File: config.mk
export PLATFORM = sky130hd
export DESIGN_NAME = qes_decode
export DESIGN_NICKNAME = d
export VERILOG_FILES = /design/src/rtl/qes_pkg.sv /design/src/rtl/qes_decode.sv
export SDC_FILE = /design/constraint.sdc
export NUM_CORES = 1
export LEC_CHECK = 0
export BUFFER_PORTS_ARGS = -buffer_cell sky130_fd_sc_hd__buf_2
export CAP_MARGIN = 20
export CORE_MARGIN = 2
export CORE_UTILIZATION = 24
export DETAILED_ROUTE_END_ITERATION = 7
export PLACE_DENSITY = 0.38
export SLEW_MARGIN = 15
export SYNTH_ARGS = -nofsm -noshare
export SYNTH_HDL_FRONTEND = slang
export SYNTH_SLANG_ARGS = --single-unit
File: constraint.sdc
create_clock -name clk -period 4.3 [get_ports clk]
set_input_delay 0.86 -clock clk [delete_from_list [all_inputs] [get_ports clk]]
set_output_delay 0.86 -clock clk [all_outputs]
set_load 0.005 [all_outputs]
File: src/rtl/qes_pkg.sv
`timescale 1ns / 1ps
// ----------------------------------------------------------------------------
// qes_pkg
// Shared types, register indexes and helpers for the quadrature encoder
// speed block.
// ----------------------------------------------------------------------------
package qes_pkg;

	// Configuration register indexes
	localparam logic [1:0] REG_SPEED_GAIN = 2'd0;
	localparam logic [1:0] REG_ANGLE_GAIN = 2'd1;
	localparam logic [1:0] REG_RATE_GAIN  = 2'd2;

	// Gain reset value: 1.0 in unsigned Q16.16
	localparam logic [31:0] GAIN_RESET = 32'h0001_0000;

	localparam int CountW = 32;
	localparam int PosW   = 30;
	localparam int OutW   = 48;

	// One sample of the encoder pins
	typedef struct packed {
		logic level_a;
		logic level_b;
		logic period_end;
	} sample_t;

	// One result item
	typedef struct packed {
		logic signed [PosW-1:0] position;
		logic signed [OutW-1:0] angle;
		logic signed [OutW-1:0] linear_speed;
		logic signed [OutW-1:0] angular_rate;
		logic                   double_change;
	} result_t;

	// Next decoder state, handed from the decoder to the pipeline
	typedef struct packed {
		logic signed [CountW-1:0] count;
		logic                     double_change;
	} dec_t;

	// Clamp a 64-bit signed product into 48 bits
	function automatic logic signed [OutW-1:0] sat48(input logic signed [63:0] v);
		logic fits;
		fits = (v[63:OutW-1] == {(64-OutW+1){1'b0}}) ||
		       (v[63:OutW-1] == {(64-OutW+1){1'b1}});
		if (fits)
			return v[OutW-1:0];
		else if (v[63])
			return {1'b1, {(OutW-1){1'b0}}};
		else
			return {1'b0, {(OutW-1){1'b1}}};
	endfunction

endpackage

File: src/rtl/qes_decode.sv
`timescale 1ns / 1ps
// ----------------------------------------------------------------------------
// qes_decode
// x4 quadrature decoder: holds the last pin levels and the signed edge
// counter, and gives the counter value after the offered sample.
// ----------------------------------------------------------------------------
module qes_decode import qes_pkg::*; (
	input  logic    clk,
	input  logic    arst_n,
	input  logic    take,
	input  sample_t sample,
	output dec_t    dec
);

	logic                     last_a_q;
	logic                     last_b_q;
	logic signed [CountW-1:0] count_q;
	logic                     ch_a;
	logic                     ch_b;
	logic                     move;
	logic                     up;

	// Edge detection and direction
	always_comb begin
		ch_a = sample.level_a ^ last_a_q;
		ch_b = sample.level_b ^ last_b_q;
		// exactly one pin changed
		move = ch_a ^ ch_b;
		// A edge: up when A and B differ; B edge: up when they match
		up   = ch_a ? (sample.level_a ^ sample.level_b)
		            : ~(sample.level_a ^ sample.level_b);
		dec.double_change = ch_a & ch_b;
		if (!move)
			dec.count = count_q;
		else if (up)
			dec.count = count_q + 32'sd1;
		else
			dec.count = count_q - 32'sd1;
	end

	// Decoder state, updated once per accepted item
	always_ff @(posedge clk or negedge arst_n) begin
		if (!arst_n) begin
			last_a_q <= 1'b0;
			last_b_q <= 1'b0;
			count_q  <= '0;
		end else if (take) begin
			last_a_q <= sample.level_a;
			last_b_q <= sample.level_b;
			count_q  <= dec.count;
		end
	end

endmodule

# ---- Word-level counts from Yosys, hierarchy flattened
# Cells that the tools add are included.
# W data, S select, Z words.
dict set report op_classes {
  order_cmp 0
  n_shift 0
  bitwise_logic 6
  n_div 0
  addsub 2
  muxes 3
  n_eq_ne 0
  mul 0
  reduce_logical 0
}
# cell count
set ops {}
lappend ops {{$mux W32} 2}
lappend ops {{$add A32 B2 Y32 const B} 1}
lappend ops {{$sub A32 B2 Y32 const B} 1}
lappend ops {{$xor A1 B1 Y1} 4}
lappend ops {{$and A1 B1 Y1} 1}
lappend ops {{$mux W1} 1}
lappend ops {{$not A1 Y1} 1}
dict set report totals {
  ramBits 0
  word_cells 14
  romBits 0
  input_bits 6
  latch_bits 0
  ff_bits 34
  out_inout_bits 33
  n_memories 0
}

# ---- Longest topological paths before layout
dict set report logic_depth {
  ltp_word 5
  mapped_depth 13
  ltp_nobuf 9
}

# ---- Worst setup path after synthesis
# OpenSTA, ideal clock, no wires.
dict set report synth_path {
  path_kind {input to output}
  start {in sample[1] in the netlist's numbering}
  end {out dec[19] in the netlist's numbering}
  path_slack_ps -142
  path_stages 13
  n_path_buf 4
  required_time_ps 3440
  t_arrival_ps 3582
  path_cell_list {xnor2_2 buf_6 buf_2 buf_2 buf_2 xnor2_1 ha_1 nand4_1 a21boi_1 a21oi_1 or4_1 a21oi_1 xor2_1}
}
# item line
set synth_lines {}
lappend synth_lines {{from (decl)} qes_decode.sv:11} ;# input sample_t sample,
lappend synth_lines {{to (decl)} qes_decode.sv:12} ;# output dec_t dec

==> impl_metrics.env <==
export IMPL_status="complete, no violations"
export IMPL_cp_start_kind="primary input"
export IMPL_wirelength_mm=13.9
export IMPL_drtIter0Drc=225
export IMPL_first_pass_iters=4
export IMPL_finalCriticalPeriod_ps=4000
export IMPL_start_util_pct=24.6
export IMPL_synth_top_area_share_pct=21.7
export IMPL_ant_nets=0
export IMPL_num_nets_final=534
export IMPL_r2r_start="last_a_q$_DFFE_PN0P_"
export IMPL_cp_slowest_cell="a2111oi_2"
export IMPL_fin_tns_setup_ps=0
export IMPL_rsz0062_at_grt="no"
export IMPL_p_comb_share_pct=51.0
export IMPL_cpMostUsedCell="buf_2"
export IMPL_io_pins=39
export IMPL_cts_buffers=5
export IMPL_layout_drive_gt1_share_pct=15.6
export IMPL_hold_violations=0
export IMPL_seq_power_share_pct=32.9
export IMPL_grt_pass1_vias=3905
export IMPL_setup_viol=0
export IMPL_portBuffers=37
export IMPL_syn_to_final_growth_pct=14.8
export IMPL_grt_overflow=0
export IMPL_clockRootBuffer="clkbuf_16"
export IMPL_die_y_um=132
export IMPL_syn_nets=519
export IMPL_post_cts_setup_buffers=0
export IMPL_die_w_um=132
export IMPL_grt_use_total_pct=16.5
export IMPL_num_rows=46
export IMPL_dp_final_hpwl_mm=10.3
export IMPL_netSwitchingPower_w=0.00122
export IMPL_synth_edf_count=0
export IMPL_globalplace_congestion=0.842
export IMPL_p_leak_nw=1.69
export IMPL_synth_top_area_cell="dfrtp_1"
export IMPL_totalPowerFinal_w=0.00243
export IMPL_max_stage_delay_ps=470
export IMPL_powerDensity_nw_per_um2=541
export IMPL_seq_area_frac_synth_pct=21.7
export IMPL_ys_async_sr_fraction_pct=100
export IMPL_clockPowerShare_pct=16.0
export IMPL_critPathMaxFanout=7
export IMPL_cts_sinks=34
export IMPL_clock_path_buffers=2
export IMPL_routedWlPerCell_um=18.7
export IMPL_min_period_over_period_pct=93.1
export IMPL_maxCapViolations=0
export IMPL_clock_latency_ps=300
export IMPL_tritoncts="done"
export IMPL_rr_endpoint="count_q[23]$_DFFE_PN0P_"
export IMPL_crit_chain="buf_2, xnor2_4, xnor2_1, ha_2, nand4_1, a21boi_2, buf_4, o211ai_2, a2111oi_2, o211ai_1, nand4b_1, buf_2"
export IMPL_syn_area_per_cell_um2=7.66
export IMPL_netlist_area_um2=3910
export IMPL_synth_seq_cells=34
export IMPL_synth_most_common_cell="nand2_1"
export IMPL_fillCellCount=1803
export IMPL_clk_pin_slew_worst_paths_ps=60
export IMPL_synth_ff_type="dfrtp_1"
export IMPL_dieArea_um2=17300
export IMPL_ys_top_cells_by_count="nand2_1 (61), dfrtp_1 (34), xnor2_1 (34)"
export IMPL_grt_max_degree=55
export IMPL_via_per_inst=5.33
export IMPL_swShare_pct=50.1
export IMPL_yosys_top_cells_area="dfrtp_1 (22%), xnor2_1 (7.6%), nand2_1 (5.9%), mux2i_1 (5.1%), xor2_1 (4.5%)"
export IMPL_core_area_um2=15900
export IMPL_r2r_cells=6
export IMPL_insertedDiodeCount=0
export IMPL_vdd_drop_max_v=0.000264
export IMPL_drc=0
export IMPL_finalClockSkew_ps=11.8
export IMPL_crit_required_ps=3440
export IMPL_cts_resized=0
export IMPL_min_from="count_q[31]$_DFFE_PN0P_"
export IMPL_yosys_warnings=0
export IMPL_grt_pass1_wl_mm=22.6
export IMPL_antenna_found_initial=0
export IMPL_worstSetupPathType="in -> out"
export IMPL_hold_path_end="count_q[31]$_DFFE_PN0P_"
export IMPL_synth_cell_type_count=68
export IMPL_ff2ff_setup_slack_ps=1280
export IMPL_worstPathArrival_ps=3140
export IMPL_postCtsHoldBufs=0
export IMPL_hold_path_class="reg -> reg"
export IMPL_htreeDepth=2
export IMPL_tightest_slew_ps=901
export IMPL_drv_slew=0
export IMPL_min_path_cells=1
export IMPL_vias=3959
export IMPL_slew_headroom_pct=39.9
export IMPL_endpoint_kind="output pin"
export IMPL_fmax_mhz=250
export IMPL_synthCells=511
export IMPL_p_int_w=0.00121
==> worst max path at each step <==
stage          startpoint  endpoint  slack (ps)  cells after the start
3_3_place_gp    sample[1]   dec[19]         270                     11
5_1_grt         sample[1]   dec[19]          50                     11
3_5_place_dp    sample[1]   dec[31]         280                     12
4_1_cts         sample[1]   dec[31]         270                     12
2_1_floorplan   sample[1]   dec[19]           8                     13
6_report        sample[1]   dec[31]         300                     12
==> per-stage QoR <==
step / worst slack [ps] / cell area, µm² / std cells / hold WS (ps) / utilization, %
floorplan: 8.47 / 3930 / 511 / 461 / -
global placement: 271 / 4350 / 735 / 476 / 27.4
detailed placement: 278 / 4350 / 735 / 476 / 27.4
CTS: 267 / 4490 / 743 / 488 / 28.3
global route: 52.2 / 4490 / 743 / 543 / 28.3
finish: 298 / 4490 / 743 / 488 / 28.3
==> area by class of cell <==
cell class	count	area (µm²)	share of cell area, %
Timing Repair Buffer	56	353	7.85
Inverter	4	15.0	0.334
Sequential cell	34	851	18.9
Multi-Input combinational cell	425	2860	63.6
Clock inverter	1	5.00	0.111
Tap cell	216	270	6.02
Clock buffer	7	143	3.17
==> sequential cells by signal, summed over array words and instances, names as in the netlist <==
| name | count |
|---|---|
| last_b_q | 1 |
| last_a_q | 1 |
| count_q | 32 |
==> cells by family after synthesis <==
logic type | count (synthesis) | share of synthesized area [%]
simple gates | 235 | 31.6
compound gates | 104 | 19.6
xor+xnor | 56 | 12.9
buf+inv | 52 | 5.98
flops | 34 | 21.7
mux | 28 | 7.51
fa+ha+maj | 2 | 0.639
==> power by group through the flow <==
stage	Clock (W)	Combinational (W)	Sequential, W
floorplan	0	0.00107	0.000487
global placement	0	0.00125	0.000800
detailed placement	0	0.00125	0.000802
CTS	0.000404	0.00126	0.000797
global route	0.000416	0.00139	0.000837
finish	0.000390	0.00124	0.000801
==> per-layer routing <==
layer / vias to the layer above / global-route usage, % / routed length [µm]
met5: - / 0 / 0
met4: 0 / 4.89 / 221
met3: 14 / 2.74 / 561
met2: 76 / 26.8 / 6540
met1: 1928 / 22.3 / 6540
li1: 1941 / - / -
==> cells in the final DEF, fill, tap and decap left out, drive strengths merged, types with 5 or more instances in the layout <==
| cell | instances |
|---|---|
| a21oi | 22 |
| a221oi | 5 |
| a31oi | 5 |
| and2 | 7 |
| and3 | 8 |
| and4 | 7 |
| buf | 56 |
| clkbuf | 7 |
| dfrtp | 34 |
| mux2 | 8 |
| mux2i | 20 |
| nand2 | 61 |
| nand3 | 23 |
| nand4 | 18 |
| nor2 | 31 |
| nor3 | 22 |
| nor4 | 18 |
| o2111ai | 7 |
| o211ai | 9 |
| o21ai | 17 |
| or3 | 8 |
| or4 | 14 |
| xnor2 | 35 |
| xor2 | 21 |
==> critical path: cells and delay by family <==
| family | cells | cell delay (ps) |
|---|---|---|
| adder cells (fa/ha/maj) | 1 | 270 |
| AO/OA/AOI/OAI | 4 | 970 |
| AND/OR/NAND/NOR | 2 | 260 |
| XOR/XNOR | 2 | 310 |
| buffers and inverters | 3 | 480 |
Power figures use the tool's default switching activity.
